--- config.mk ---
export PLATFORM = sky130hd
export DESIGN_NAME = escaped_frame_receiver_crc16_flat
export DESIGN_NICKNAME = d
export VERILOG_FILES = /design/src/hw/rtl/efr_pkg.sv /design/src/hw/rtl/efr_if.sv /design/src/hw/rtl/efr_regs.sv /design/src/hw/rtl/escaped_frame_receiver_crc16.sv /design/src/flat_wrapper.sv
export SDC_FILE = /design/constraint.sdc
export NUM_CORES = 1
export LEC_CHECK = 0
export BUFFER_PORTS_ARGS = -buffer_cell sky130_fd_sc_hd__clkbuf_2
export CAP_MARGIN = 0
export CORE_AREA = 3 3 150 152
export DETAILED_ROUTE_END_ITERATION = 8
export DIE_AREA = 0 0 153 155
export PLACE_DENSITY = 0.71
export RECOVER_POWER = 100
export REMOVE_ABC_BUFFERS = 1
export SKIP_LAST_GASP = 1
export SYNTH_ARGS = -nofsm -noshare
export SYNTH_HDL_FRONTEND = slang
export SYNTH_SLANG_ARGS = --single-unit
--- constraint.sdc ---
create_clock -name clk -period 9.4 [get_ports clk]
set_clock_uncertainty 0.1 [all_clocks]
set_input_delay 0.47 -clock clk [delete_from_list [all_inputs] [get_ports clk]]
set_output_delay 0.47 -clock clk [all_outputs]
set_load 0.01 [all_outputs]
--- src/hw/rtl/efr_pkg.sv ---
// shared types, constants and the crc step for the escaped frame receiver
package efr_pkg;

  localparam int unsigned ADDR_W = 4;
  localparam int unsigned DATA_W = 32;

  // register indexes, taken from paddr[3:2]
  localparam logic [1:0] REG_CRC_ENABLE    = 2'd0;
  localparam logic [1:0] REG_BOUNDARY_BYTE = 2'd1;
  localparam logic [1:0] REG_ESCAPE_BYTE   = 2'd2;
  localparam logic [1:0] REG_ESCAPE_MASK   = 2'd3;

  localparam logic        RST_CRC_ENABLE    = 1'b1;
  localparam logic [7:0]  RST_BOUNDARY_BYTE = 8'd126;
  localparam logic [7:0]  RST_ESCAPE_BYTE   = 8'd125;
  localparam logic [7:0]  RST_ESCAPE_MASK   = 8'd32;

  localparam logic [15:0] CRC_POLY  = 16'hA001;
  localparam logic [15:0] CRC_INIT  = 16'hFFFF;
  localparam logic [15:0] COUNT_MAX = 16'hFFFF;

  typedef enum logic [1:0] {
    KIND_DATA     = 2'd0,
    KIND_DATA_END = 2'd1,
    KIND_END      = 2'd2,
    KIND_ABORT    = 2'd3
  } kind_t;

  typedef struct packed {
    logic       crc_enable;
    logic [7:0] boundary_byte;
    logic [7:0] escape_byte;
    logic [7:0] escape_mask;
  } cfg_t;

  // reflected crc-16, one byte, lsb first
  function automatic logic [15:0] crc_byte(input logic [15:0] crc_in, input logic [7:0] b);
    logic [15:0] c;
    c = crc_in ^ {8'h00, b};
    for (int i = 0; i < 8; i++) begin
      if (c[0]) begin
        c = (c >> 1) ^ CRC_POLY;
      end else begin
        c = c >> 1;
      end
    end
    return c;
  endfunction

endpackage

--- src/hw/rtl/efr_if.sv ---
// valid/ready channel interfaces for line bytes and results
interface efr_line_if;
  logic       valid;
  logic       ready;
  logic [7:0] line_byte;

  modport source (output valid, output line_byte, input ready);
  modport sink (input valid, input line_byte, output ready);
endinterface

interface efr_result_if;
  logic        valid;
  logic        ready;
  logic [1:0]  kind;
  logic [7:0]  data;
  logic [14:0] byte_index;
  logic [7:0]  command;
  logic [14:0] length;
  logic        is_request;
  logic        crc_ok;

  modport source (output valid, output kind, output data, output byte_index,
                  output command, output length, output is_request, output crc_ok,
                  input ready);
  modport sink (input valid, input kind, input data, input byte_index,
                input command, input length, input is_request, input crc_ok,
                output ready);
endinterface

--- src/hw/rtl/efr_regs.sv ---
// apb configuration registers
module efr_regs (
  input  logic                       clk,
  input  logic                       rst,
  input  logic                       psel,
  input  logic                       penable,
  input  logic                       pwrite,
  input  logic [efr_pkg::ADDR_W-1:0] paddr,
  input  logic [efr_pkg::DATA_W-1:0] pwdata,
  output logic [efr_pkg::DATA_W-1:0] prdata,
  output logic                       pready,
  output efr_pkg::cfg_t              cfg
);
  import efr_pkg::*;

  logic       wr;
  logic [1:0] idx;

  assign pready = 1'b1;
  assign wr     = psel && penable && pwrite;
  assign idx    = paddr[3:2];

  always_ff @(posedge clk) begin
    if (rst) begin
      cfg.crc_enable    <= RST_CRC_ENABLE;
      cfg.boundary_byte <= RST_BOUNDARY_BYTE;
      cfg.escape_byte   <= RST_ESCAPE_BYTE;
      cfg.escape_mask   <= RST_ESCAPE_MASK;
    end else if (wr) begin
      unique case (idx)
        REG_CRC_ENABLE:    cfg.crc_enable    <= pwdata[0];
        REG_BOUNDARY_BYTE: cfg.boundary_byte <= pwdata[7:0];
        REG_ESCAPE_BYTE:   cfg.escape_byte   <= pwdata[7:0];
        REG_ESCAPE_MASK:   cfg.escape_mask   <= pwdata[7:0];
        default:           ;
      endcase
    end
  end

  always_comb begin
    unique case (idx)
      REG_CRC_ENABLE:    prdata = {{(DATA_W-1){1'b0}}, cfg.crc_enable};
      REG_BOUNDARY_BYTE: prdata = {{(DATA_W-8){1'b0}}, cfg.boundary_byte};
      REG_ESCAPE_BYTE:   prdata = {{(DATA_W-8){1'b0}}, cfg.escape_byte};
      REG_ESCAPE_MASK:   prdata = {{(DATA_W-8){1'b0}}, cfg.escape_mask};
      default:           prdata = '0;
    endcase
  end

endmodule

--- src/hw/rtl/escaped_frame_receiver_crc16.sv ---
// top level: byte-stuffed frame receiver with crc-16 check
//
//  channel  | dir | handshake        | payload
//  ---------+-----+------------------+--------------------------------------------
//  line     | in  | valid/ready      | line_byte[7:0]
//  result   | out | valid/ready      | kind, data, byte_index, command, length,
//           |     |                  | is_request, crc_ok
//  apb      | in  | psel/penable     | paddr[3:0], pwdata/prdata 32b, pready high
//
// one line byte per cycle sustained while result is not stalled; a byte that makes
// a result first sits in the input register, then the unescape/parse/crc pass loads
// the result register from it. the crc is a byte-wide unrolled xor network, so the
// frame state loop closes combinationally.
// reset is synchronous: frame state cleared, crc at all ones, registers at defaults.
// a byte that makes a result waits in the input register while result is
// stalled; bytes that make no result move on regardless.
module escaped_frame_receiver_crc16 (
  input  logic                       clk,
  input  logic                       rst,
  efr_line_if.sink                   line,
  efr_result_if.source               result,
  input  logic                       psel,
  input  logic                       penable,
  input  logic                       pwrite,
  input  logic [efr_pkg::ADDR_W-1:0] paddr,
  input  logic [efr_pkg::DATA_W-1:0] pwdata,
  output logic [efr_pkg::DATA_W-1:0] prdata,
  output logic                       pready
);
  import efr_pkg::*;

  cfg_t cfg;

  efr_regs u_regs (
    .clk     (clk),
    .rst     (rst),
    .psel    (psel),
    .penable (penable),
    .pwrite  (pwrite),
    .paddr   (paddr),
    .pwdata  (pwdata),
    .prdata  (prdata),
    .pready  (pready),
    .cfg     (cfg)
  );

  // input register
  logic       s1_valid;
  logic [7:0] s1_byte;
  logic       s1_fire;
  logic       out_free;

  // frame state
  logic [15:0] byte_count, byte_count_next;
  logic        pending, pending_next;
  logic        long_header, long_header_next;
  logic [14:0] ann_len, ann_len_next;
  logic [7:0]  cur_cmd, cur_cmd_next;
  logic [15:0] crc, crc_next;

  // result of this byte
  logic        res_valid;
  kind_t       res_kind;
  logic [7:0]  res_data;
  logic [14:0] res_index;
  logic        res_ok;

  // output register
  logic        out_valid;
  kind_t       out_kind;
  logic [7:0]  out_data;
  logic [14:0] out_index;
  logic [7:0]  out_cmd;
  logic [14:0] out_len;
  logic        out_ok;

  // parse temporaries
  logic [7:0]  b;
  logic        hl_long;
  logic        is_payload;
  logic [15:0] crc_base;
  logic [15:0] pidx;
  logic [15:0] count_inc;
  logic [15:0] end_at;

  assign out_free   = !out_valid || result.ready;
  assign s1_fire    = s1_valid && (!res_valid || out_free);
  assign line.ready = !s1_valid || s1_fire;

  always_comb begin
    byte_count_next  = byte_count;
    pending_next     = pending;
    long_header_next = long_header;
    ann_len_next     = ann_len;
    cur_cmd_next     = cur_cmd;
    crc_next         = crc;
    res_valid        = 1'b0;
    res_kind         = KIND_DATA;
    res_data         = 8'h00;
    res_index        = 15'd0;
    res_ok           = 1'b0;
    b                = pending ? (s1_byte ^ cfg.escape_mask) : s1_byte;
    hl_long          = long_header;
    is_payload       = 1'b0;
    crc_base         = crc;
    pidx             = 16'd0;
    count_inc        = (byte_count == COUNT_MAX) ? byte_count : byte_count + 16'd1;
    end_at           = 16'd0;

    if (s1_byte == cfg.escape_byte) begin
      // escape wins over everything, also a repeated escape
      pending_next = 1'b1;
    end else if (!pending && (b == cfg.boundary_byte)) begin
      // unescaped boundary: abort if a frame was under way
      pending_next    = 1'b0;
      byte_count_next = 16'd0;
      if (byte_count != 16'd0) begin
        res_valid = 1'b1;
        res_kind  = KIND_ABORT;
      end
    end else begin
      pending_next = 1'b0;
      if (byte_count == 16'd0) begin
        cur_cmd_next = b;
        if (cfg.crc_enable) begin
          crc_base = CRC_INIT;
        end
      end else if (byte_count == 16'd1) begin
        // length byte, top bit selects the 15-bit form
        long_header_next = b[7];
        hl_long          = b[7];
        ann_len_next     = b[7] ? {b[6:0], 8'h00} : {7'b0, b};
      end else if ((byte_count == 16'd2) && long_header) begin
        ann_len_next = ann_len + {7'b0, b};
      end else begin
        pidx       = byte_count - (long_header ? 16'd3 : 16'd2);
        is_payload = pidx < {1'b0, ann_len};
      end

      if (cfg.crc_enable) begin
        crc_next = crc_byte(crc_base, b);
      end

      end_at = {1'b0, ann_len_next} + (hl_long ? 16'd3 : 16'd2)
             + (cfg.crc_enable ? 16'd2 : 16'd0);

      if (count_inc == end_at) begin
        byte_count_next = 16'd0;
        res_valid       = 1'b1;
        res_ok          = cfg.crc_enable ? (crc_next == 16'd0) : 1'b1;
        if (is_payload) begin
          res_kind  = KIND_DATA_END;
          res_data  = b;
          res_index = pidx[14:0];
        end else begin
          res_kind = KIND_END;
        end
      end else begin
        byte_count_next = count_inc;
        if (is_payload) begin
          res_valid = 1'b1;
          res_kind  = KIND_DATA;
          res_data  = b;
          res_index = pidx[14:0];
        end
      end
    end
  end

  always_ff @(posedge clk) begin
    if (rst) begin
      s1_valid    <= 1'b0;
      out_valid   <= 1'b0;
      byte_count  <= 16'd0;
      pending     <= 1'b0;
      long_header <= 1'b0;
      ann_len     <= 15'd0;
      cur_cmd     <= 8'h00;
      crc         <= CRC_INIT;
    end else begin
      if (line.valid && line.ready) begin
        s1_valid <= 1'b1;
      end else if (s1_fire) begin
        s1_valid <= 1'b0;
      end

      if (s1_fire) begin
        byte_count  <= byte_count_next;
        pending     <= pending_next;
        long_header <= long_header_next;
        ann_len     <= ann_len_next;
        cur_cmd     <= cur_cmd_next;
        crc         <= crc_next;
      end

      if (s1_fire && res_valid) begin
        out_valid <= 1'b1;
      end else if (result.ready) begin
        out_valid <= 1'b0;
      end
    end
  end

  // payload registers, no reset
  always_ff @(posedge clk) begin
    if (line.valid && line.ready) begin
      s1_byte <= line.line_byte;
    end
    if (s1_fire && res_valid) begin
      out_kind  <= res_kind;
      out_data  <= res_data;
      out_index <= res_index;
      out_cmd   <= cur_cmd_next;
      out_len   <= ann_len_next;
      out_ok    <= res_ok;
    end
  end

  assign result.valid      = out_valid;
  assign result.kind       = out_kind;
  assign result.data       = out_data;
  assign result.byte_index = out_index;
  assign result.command    = out_cmd;
  assign result.length     = out_len;
  assign result.is_request = out_cmd[7];
  assign result.crc_ok     = out_ok;

endmodule

--- src/flat_wrapper.sv ---
// flat-port wrapper written by rule: the top's interface ports become plain ports
module escaped_frame_receiver_crc16_flat import efr_pkg::*;
  (clk, rst, psel, penable, pwrite, paddr, pwdata, prdata, pready, line_valid, line_line_byte, line_ready, result_valid, result_kind, result_data, result_byte_index, result_command, result_length, result_is_request, result_crc_ok, result_ready);
  efr_line_if line_i ();
  efr_result_if result_i ();
  input  logic clk;
  input  logic rst;
  input  logic psel;
  input  logic penable;
  input  logic pwrite;
  input  logic [efr_pkg::ADDR_W-1:0] paddr;
  input  logic [efr_pkg::DATA_W-1:0] pwdata;
  output logic [efr_pkg::DATA_W-1:0] prdata;
  output logic pready;
  input wire logic [$bits(line_i.valid)-1:0] line_valid;
  input wire logic [$bits(line_i.line_byte)-1:0] line_line_byte;
  output wire logic [$bits(line_i.ready)-1:0] line_ready;
  output wire logic [$bits(result_i.valid)-1:0] result_valid;
  output wire logic [$bits(result_i.kind)-1:0] result_kind;
  output wire logic [$bits(result_i.data)-1:0] result_data;
  output wire logic [$bits(result_i.byte_index)-1:0] result_byte_index;
  output wire logic [$bits(result_i.command)-1:0] result_command;
  output wire logic [$bits(result_i.length)-1:0] result_length;
  output wire logic [$bits(result_i.is_request)-1:0] result_is_request;
  output wire logic [$bits(result_i.crc_ok)-1:0] result_crc_ok;
  input wire logic [$bits(result_i.ready)-1:0] result_ready;
  assign line_i.valid = line_valid;
  assign line_i.line_byte = line_line_byte;
  assign line_ready = line_i.ready;
  assign result_valid = result_i.valid;
  assign result_kind = result_i.kind;
  assign result_data = result_i.data;
  assign result_byte_index = result_i.byte_index;
  assign result_command = result_i.command;
  assign result_length = result_i.length;
  assign result_is_request = result_i.is_request;
  assign result_crc_ok = result_i.crc_ok;
  assign result_i.ready = result_ready;
  escaped_frame_receiver_crc16 u_core (.clk(clk), .rst(rst), .line(line_i), .result(result_i), .psel(psel), .penable(penable), .pwrite(pwrite), .paddr(paddr), .pwdata(pwdata), .prdata(prdata), .pready(pready));
endmodule
# Word level (Yosys, flattened, before mapping)
# Cells that the tools add are included.
# Widths: inputs -> output; s select.
[totals]
ff_bits = 141
inputBits = 51
output_inout_bits = 85
wordCells = 156
[op_classes]
n_addsub = 5
magnitude_cmp = 1
eq_ne = 9
n_mux = 79
bitwise_logic = 14
reduce_logical = 29
[op_table]
columns = ["operator", "n"]
rows = [
  ["$mux 16", 39],
  ["$pmux 32 s4", 1],
  ["$mux 15", 8],
  ["$logic_not 16->1", 2],
  ["$mux 8", 4],
  ["$not 2->3", 8],
  ["$mux 1", 22],
  ["$add 15x16->16", 1],
  ["$add 16x1->16 const B", 1],
  ["$add 16x16->16", 1],
  ["$eq 16x1->1 const B", 1],
  ["$eq 16x16->1", 1],
  ["$eq 16x16->1 const B", 1],
  ["$eq 16x2->1 const B", 1],
  ["$eq 8x8->1", 2],
  ["$lt 16x15->1", 1],
  ["$reduce_bool 16->1", 1],
  ["$sub 16x16->16", 1],
  ["$xor 16x8->16", 1],
  ["$add 15x8->15", 1],
  ["$mux 2", 5],
  ["$reduce_and 2->1", 5],
  ["$xor 8x8->8", 1],
  ["$logic_and 1x1->1", 7],
  ["other kinds (10)", 21],
]

# Logic depth before layout (Yosys ltp)
[logic_depth]
ltp_word = 49
depth_mapped = 25
mapped_depth_nobuf = 22

# Modules after synthesis
# From an unflattened synthesis, not the netlist that was laid out.
[unflattened]
hier_cells = 1176
area_unflattened_um2 = 10173.5
[by_module_without_submodules]
columns = ["module", "instances", "cells_per_inst", "area_per_inst_um2", "seq_area_each_um2"]
rows = [
  ["escaped_frame_receiver_crc16", 1, 1028, 8762.2, 2892.8],
  ["efr_regs", 1, 148, 1411.4, 500.5],
]

# Worst setup path before layout
# OpenSTA, ideal clock, no wires.
[synth_timing]
path_type = "register -> register"
startpoint = "register u_core.pending"
endpoint = "register u_core.out_index[0], in the netlist u_core.result.byte_index[0], enable pin"
setup_ps = 516
arrival_time_ps = 7901
t_required_ps = 8784
setup_slack_ps = 883
stages_incl_launch_ff = 22
n_path_buf = 1
period_less_slack_ps = 8517
path_cell_list = "dfxtp_1 > buf_2 > nand2_1 > xor2_1 > inv_1 > ha_1 > inv_1 > fa_1 > o31a_1 > ha_1 > inv_1 > ha_1 > inv_1 > fa_1 > nor3_1 > nand2_1 > o21ai_0 > o211ai_1 > nor4_1 > nand3_2 > o21a_1 > nor3_1"
[synth_between]
elab_chain_len = 17
word_cells_on_any_way = 26
classes_between = "add/sub: 3; eq/ne: 2; mux: 15; reduce/logical: 6"
[synth_rtl]
columns = ["element", "line", "source"]
rows = [
  ["start: declaration", "escaped_frame_receiver_crc16.sv:55", "logic pending, pending_next;"],
  ["start signal: assignment", "escaped_frame_receiver_crc16.sv:189", "pending <= pending_next;"],
  ["$mux 8 *", "escaped_frame_receiver_crc16.sv:102", "b = pending ? (s1_byte ^ cfg.escape_mask) : s1_byte;"],
  ["net u_core.b[0]", "escaped_frame_receiver_crc16.sv:78", "logic [7:0] b;"],
  ["$add 15x8->15", "escaped_frame_receiver_crc16.sv:134", "ann_len_next = ann_len + {7'b0, b};"],
  ["$mux 15", "escaped_frame_receiver_crc16.sv:133", "end else if ((byte_count == 16'd2) && long_header) begin"],
  ["$mux 15", "escaped_frame_receiver_crc16.sv:128", "end else if (byte_count == 16'd1) begin"],
  ["$mux 15", "escaped_frame_receiver_crc16.sv:123", "if (byte_count == 16'd0) begin"],
  ["$mux 15", "escaped_frame_receiver_crc16.sv:113", "end else if (!pending && (b == cfg.boundary_byte)) begin"],
  ["$mux 15", "escaped_frame_receiver_crc16.sv:110", "if (s1_byte == cfg.escape_byte) begin"],
  ["(+2 left out)", "--", ""],
  ["$eq 16x16->1", "escaped_frame_receiver_crc16.sv:147", "if (count_inc == end_at) begin"],
  ["$mux 1", "escaped_frame_receiver_crc16.sv:147", ""],
  ["$mux 1 *", "escaped_frame_receiver_crc16.sv:113", ""],
  ["$mux 1 *", "escaped_frame_receiver_crc16.sv:110", ""],
  ["$logic_not 1->1", "escaped_frame_receiver_crc16.sv:87", "assign s1_fire = s1_valid && (!res_valid || out_free);"],
  ["$logic_or 1x1->1", "escaped_frame_receiver_crc16.sv:87", ""],
  ["$logic_and 1x1->1", "escaped_frame_receiver_crc16.sv:87", ""],
  ["$logic_and 1x1->1 *", "escaped_frame_receiver_crc16.sv:209", "if (s1_fire && res_valid) begin"],
  ["end signal: assignment", "escaped_frame_receiver_crc16.sv:212", "out_index <= res_index;"],
  ["end: declaration", "escaped_frame_receiver_crc16.sv:72", "logic [14:0] out_index;"],
]
# Mark *: on every way through the listed nets, which the timed path passes. The rest lies on a longest branch. The select of a mux whose other input is x is not followed.
# A chain may end at the register's enable or synchronous reset.

# Worst setup path in the final report
[layout_timing]
startpoint = "register u_core.pending"
endpoint = "register u_core.long_header"
[layout_between]
elab_chain_len = 17
word_cells_on_any_way = 27
classes_between = "add/sub: 3; eq/ne: 2; mux: 15; bitwise: 1; reduce/logical: 6"
[layout_rtl]
columns = ["element", "line", "source"]
rows = [
  ["$mux 8 *", "escaped_frame_receiver_crc16.sv:102", ""],
  ["net u_core.b[0]", "escaped_frame_receiver_crc16.sv:78", ""],
  ["$add 15x8->15", "escaped_frame_receiver_crc16.sv:134", ""],
  ["$mux 15", "escaped_frame_receiver_crc16.sv:133", ""],
  ["$mux 15", "escaped_frame_receiver_crc16.sv:128", ""],
  ["$mux 15", "escaped_frame_receiver_crc16.sv:123", ""],
  ["$mux 15", "escaped_frame_receiver_crc16.sv:113", ""],
  ["$mux 15", "escaped_frame_receiver_crc16.sv:110", ""],
  ["(+2 left out)", "--", ""],
  ["$eq 16x16->1", "escaped_frame_receiver_crc16.sv:147", ""],
  ["$mux 1", "escaped_frame_receiver_crc16.sv:147", ""],
  ["$mux 1", "escaped_frame_receiver_crc16.sv:113", ""],
  ["$mux 1", "escaped_frame_receiver_crc16.sv:110", ""],
  ["$logic_not 1->1", "escaped_frame_receiver_crc16.sv:87", ""],
  ["$logic_or 1x1->1", "escaped_frame_receiver_crc16.sv:87", ""],
  ["$logic_and 1x1->1", "escaped_frame_receiver_crc16.sv:87", ""],
  ["$reduce_and 3->1 (no source line) *", "--", ""],
  ["end signal: assignment", "escaped_frame_receiver_crc16.sv:190", "long_header <= long_header_next;"],
  ["end: declaration", "escaped_frame_receiver_crc16.sv:56", "logic long_header, long_header_next;"],
]
# Marks and branches as above.

==> results.md <==
Clock network:
- The tree is rooted in a sky130_fd_sc_hd__clkbuf_16.
- The later pin in the worst-skew pair is clocked with a latency of ~430 ps.
- The post-CTS setup repair buffer count is 0.
- The clock transition at the registers of the reported paths is 70 ps.
- The clock passes through at most 2 buffers.
- The number of clock sinks seen by CTS is roughly 140.
- The H-tree level count is 4.
- The TritonCTS clock tree is yes.
- The count of hold-fix buffers inserted at cts is 0.
- Once the clock tree was built, the resizer swapped 0 gates to a different size.
- The total CTS buffers is 17.

Worst setup path:
- In this design, the stage delay of the slowest critical-path cell is about 1600 ps.
- The instance count on the critical path is 20.
- On the critical path, the stage with the largest delay is an instance of sky130_fd_sc_hd__a31oi_1.
- The number of buffer and inverter instances along the worst setup path is 4.
- The number of cell instances on the worst register-to-register path is 20.
- STA puts the critical path data required time at about 9600 ps.
- STA classifies the critical path startpoint as a flop.
- The worst-path maximum fanout is 23.
- The family with the most delay on the worst path is compound AO/OA/AOI/OAI gates.
- The most critical setup path has its startpoint at u_core.pending$_SDFFE_PP0P_.
- The reg-to-reg critical path startpoint is u_core.pending$_SDFFE_PP0P_.
- Counting stages on the worst path, the most repeated cell is sky130_fd_sc_hd__inv_1.
- The data arrival time at the worst-slack endpoint is ~8500 ps.
- The kind of capture point of the worst setup path is a flop.
- By startpoint and endpoint, the worst setup path is classified as flop to flop.
- The signal on the critical path passes through nand2_1 > xor2_1 > inv_1 > ha_1 > inv_1 > fa_1 > o31a_1 > ha_1 > inv_1 > ha_1 > inv_1 > fa_1 > nor3_1 > nand2_1 > o21ai_0 > o211ai_1 > nor4_1 > nand3_1 > a31oi_1 > mux2_2.

Timing:
- The final setup violation count is 0.
- The transition time at the pin with the least slew margin is 1686 ps.
- Adding up every negative setup slack in the final design gives 0 ps.
- The highest achievable clock rate is around 120 MHz.
- In the finished design, the share of the clock period the worst path needs comes to 0.8750.
- The number of hold-slack violations in the final timing report is 0.
- The worst slew margin relative to its limit is -0.1242.
- For the finished layout, the period the worst path requires is roughly 8200 ps.
- The final number of max-transition violations was 62.
- Setup repair after global routing left no endpoint under its margin.

Floorplanning:
- The region available for standard cell placement spans 0.02115 sq mm.
- The floorplan has 53 rows.
- The count of boundary I/O pins is 136.
- The floorplan step defined a die boundary enclosing roughly 0.024 sq mm.
- The floorplan step set the die width to approximately 150 um.
- The floorplan step set the die height to between 150 and 200 um.
- For this configuration, the core starts out at a cell density of 0.4523.

Logic synthesis:
- The mean instance size in the synthesized netlist is roughly 8.8 sq um.
- The number of instances in the synthesized netlist is ~1.1k.
- Counting distinct cell types in the post-synthesis netlist gives 83.
- The biggest area consumer among synthesized cells is sky130_fd_sc_hd__edfxtp_1.
- The dominant register cell in the synthesized netlist is sky130_fd_sc_hd__dfxtp_1.
- During synthesis, Yosys emitted a total of 0 warnings.
- Counting flops and latches in the post-synthesis netlist gives around 140.
- The share of Yosys cell area claimed by the top area cell type is 0.1789.
- The area of the mapped netlist is 0.009568 sq mm.
- For this run, asynchronously set or reset flops after synthesis account for 0.
- For this run, the register share of the synthesized area comes to 0.3546.
- The synthesized design contains 57 enable-type register cells.
- Yosys attributes the largest share of cell area to sky130_fd_sc_hd__edfxtp_1 18%, sky130_fd_sc_hd__dfxtp_1 18%, sky130_fd_sc_hd__xnor2_1 6.6%, sky130_fd_sc_hd__mux2i_1 4.3%, sky130_fd_sc_hd__ha_1 4.2%.

Layout:
- The number of inserted filler cells in the final layout is 2037.
- In the final layout, the share of cells above drive strength 1 is 0.1034.
- The area overhead of the layout relative to synthesis is 10.53%.
- The number of inserted diodes is 0.
- The multi-input logic area is ~0.0056 sq mm.
- For this run, the post-layout net count is ~1.2k.
- The library cells used most frequently in the layout, excluding fill and tap cells, are 103 x sky130_fd_sc_hd__nor2_1, 94 x sky130_fd_sc_hd__nand2_1, 84 x sky130_fd_sc_hd__dfxtp_1, 72 x sky130_fd_sc_hd__xnor2_1, 63 x sky130_fd_sc_hd__clkbuf_1.
- The total area of sequential cells is 0.003393 sq mm.
- Leaving out fill and tap cells, the most frequent cell in the layout is sky130_fd_sc_hd__nor2_1.

Flow run:
- The count of maximum capacitance violations is 2.

Drt:
- For this run, design rule violations remaining after detail routing come to 0.
- The remaining number of nets flagged by the antenna check after routing is 0.
- The first TritonRoute pass finished after 7 iterations.
- After the first detailed-routing iteration, the DRC count stood at 760.
- Summing over every cut layer, the via total after detailed routing is 8461.
- The average via count per standard cell is 5.892.
- In the final routed layout, each cell accounts on average for between 15 and 20 um.
- The final wirelength is roughly 27 mm.

Global route:
- For this run the aggregate overflow at the end of global routing stands at 0.
- The total global routing track utilization is 0.2232.
- The first global-routing pass estimated 42.41 mm of wire.
- The initial antenna violation count came to 0.
- Entering global routing, the biggest net connects 67 pins.
- The number of global-route vias before repair is between 7k and 8k.

Placed design:
- The weighted congestion at the end of routability-driven global placement is approximately 1.0.
- Buffers placed on the I/O ports in this run total between 80 and 90.
- Summed over all nets, the half-perimeter wirelength after detailed placement is 19.60 mm.

Pwr:
- In this run the static leakage power is 0.003893 uW.
- The design draws 1565 uW.
- The worst-case IR drop observed on VDD is about 0.11 mV.
- The power density normalized to cell area is approximately 150 mW/mm^2.

Worst hold path:
- The path class of the lowest-slack min-delay path is input pin to flop.
- The launch point of the worst hold path is line_line_byte[4].
- Along the worst hold path, the cell count comes to 1.

Run status:
- The run finished, with violations left.
- The checks that failed: max-capacitance violations, max-slew violations.
area by class of cell:
class / instances / area share
Inverter: 45 / 0.01597
Clock inverter: 14 / 0.01633
Timing Repair Buffer: 98 / 0.04153
Multi-Input combinational cell: 845 / 0.5302
Clock buffer: 18 / 0.04259
Tap cell: 275 / 0.03254
Sequential cell: 141 / 0.3209
path summary, 6_finish.rpt:
path / to / slack (ps)
worst max-delay path: u_core.long_header$_SDFFE_PP0P_ / 1170
worst max register to register: u_core.long_header$_SDFFE_PP0P_ / 1170
worst min-delay path: u_core.s1_byte[4]$_DFFE_PP_ / 110
worst min register to register: u_core.cur_cmd[6]$_SDFFE_PP0P_ / 380
cell usage after synthesis, types with 5 or more instances:
cell / n
sky130_fd_sc_hd__nand2_1: 94
sky130_fd_sc_hd__o221ai_1: 5
sky130_fd_sc_hd__a31oi_1: 12
sky130_fd_sc_hd__and2_1: 12
sky130_fd_sc_hd__nor2_1: 103
sky130_fd_sc_hd__o21a_1: 6
sky130_fd_sc_hd__a22oi_1: 5
sky130_fd_sc_hd__or3b_2: 10
sky130_fd_sc_hd__xor2_1: 22
sky130_fd_sc_hd__o21ai_1: 6
sky130_fd_sc_hd__buf_4: 27
sky130_fd_sc_hd__nor3_1: 22
sky130_fd_sc_hd__nand4_1: 20
sky130_fd_sc_hd__dfxtp_1: 84
sky130_fd_sc_hd__or3_1: 6
sky130_fd_sc_hd__mux2_2: 14
sky130_fd_sc_hd__o22ai_1: 8
sky130_fd_sc_hd__edfxtp_1: 57
sky130_fd_sc_hd__a22o_1: 7
sky130_fd_sc_hd__mux2i_1: 41
sky130_fd_sc_hd__nand2b_1: 7
sky130_fd_sc_hd__clkbuf_1: 42
sky130_fd_sc_hd__o211ai_1: 10
sky130_fd_sc_hd__nor2b_1: 6
sky130_fd_sc_hd__xnor2_1: 72
sky130_fd_sc_hd__and3_1: 24
sky130_fd_sc_hd__buf_6: 6
sky130_fd_sc_hd__ha_1: 32
sky130_fd_sc_hd__nand3b_1: 13
sky130_fd_sc_hd__a31o_2: 5
sky130_fd_sc_hd__nor3_2: 6
sky130_fd_sc_hd__a211oi_1: 5
sky130_fd_sc_hd__a21oi_1: 62
sky130_fd_sc_hd__o21ai_0: 53
sky130_fd_sc_hd__nor4_1: 12
sky130_fd_sc_hd__nand3_1: 36
sky130_fd_sc_hd__a2111oi_0: 5
sky130_fd_sc_hd__inv_1: 44
through the flow:
stage | cells | worst slack, ps | area (sq um) | hold WS, ps | util
after floorplan | 1031 | 608.7 | 9180 | 344.0 | -
after global placement | 1404 | 2264 | 10070 | 357.2 | 0.4761
after detailed placement | 1404 | 2171 | 10070 | 367.7 | 0.4761
after CTS | 1436 | 1759 | 10690 | 95.90 | 0.5055
after global routing | 1436 | 783.0 | 10580 | 99.54 | 0.4999
final | 1436 | 1175 | 10580 | 107.7 | 0.4999
kinds of logic after synthesis:
kind of cell,count (synthesis),share of synthesized area
AOI/OAI and AO/OA,238,0.1640
DFF,141,0.3546
xor gates and xnor gates,94,0.08605
and+or+nand+nor,398,0.2196
muxes,56,0.06172
buffers and inverters,130,0.06721
adders and majority gates,34,0.04603
other,2,0.0007849
per-layer routing:
metal / part of all wire / up-vias / GRT usage
li1: - / 4023 / -
met1: 0.44 / 4006 / 0.3001
met2: 0.45 / 378 / 0.3560
met3: 0.077 / 54 / 0.04006
met4: 0.034 / 0 / 0.09461
met5: 0 / - / 0
registers in the layout, summed over array words and instances (netlist names):
signal and flops:
u_core.u_regs.cfg 25, u_core.byte_count 16, u_core.crc 16, u_core.ann_len 15, u_core.result.byte_index 15, u_core.result.length 15, u_core.cur_cmd 8, u_core.result.command 8
u_core.result.data 8, u_core.s1_byte 8, u_core.result.kind 2, u_core.long_header 1, u_core.pending 1, u_core.result.crc_ok 1, u_core.result.valid 1, u_core.s1_valid 1
report_power, final:
group	switching [uW]	internal [uW]	total [uW]
registers	14.3	648	662
logic	115	70.2	185
clock network	300	417	717
Note: power is estimated with default switching activity, not from simulation.
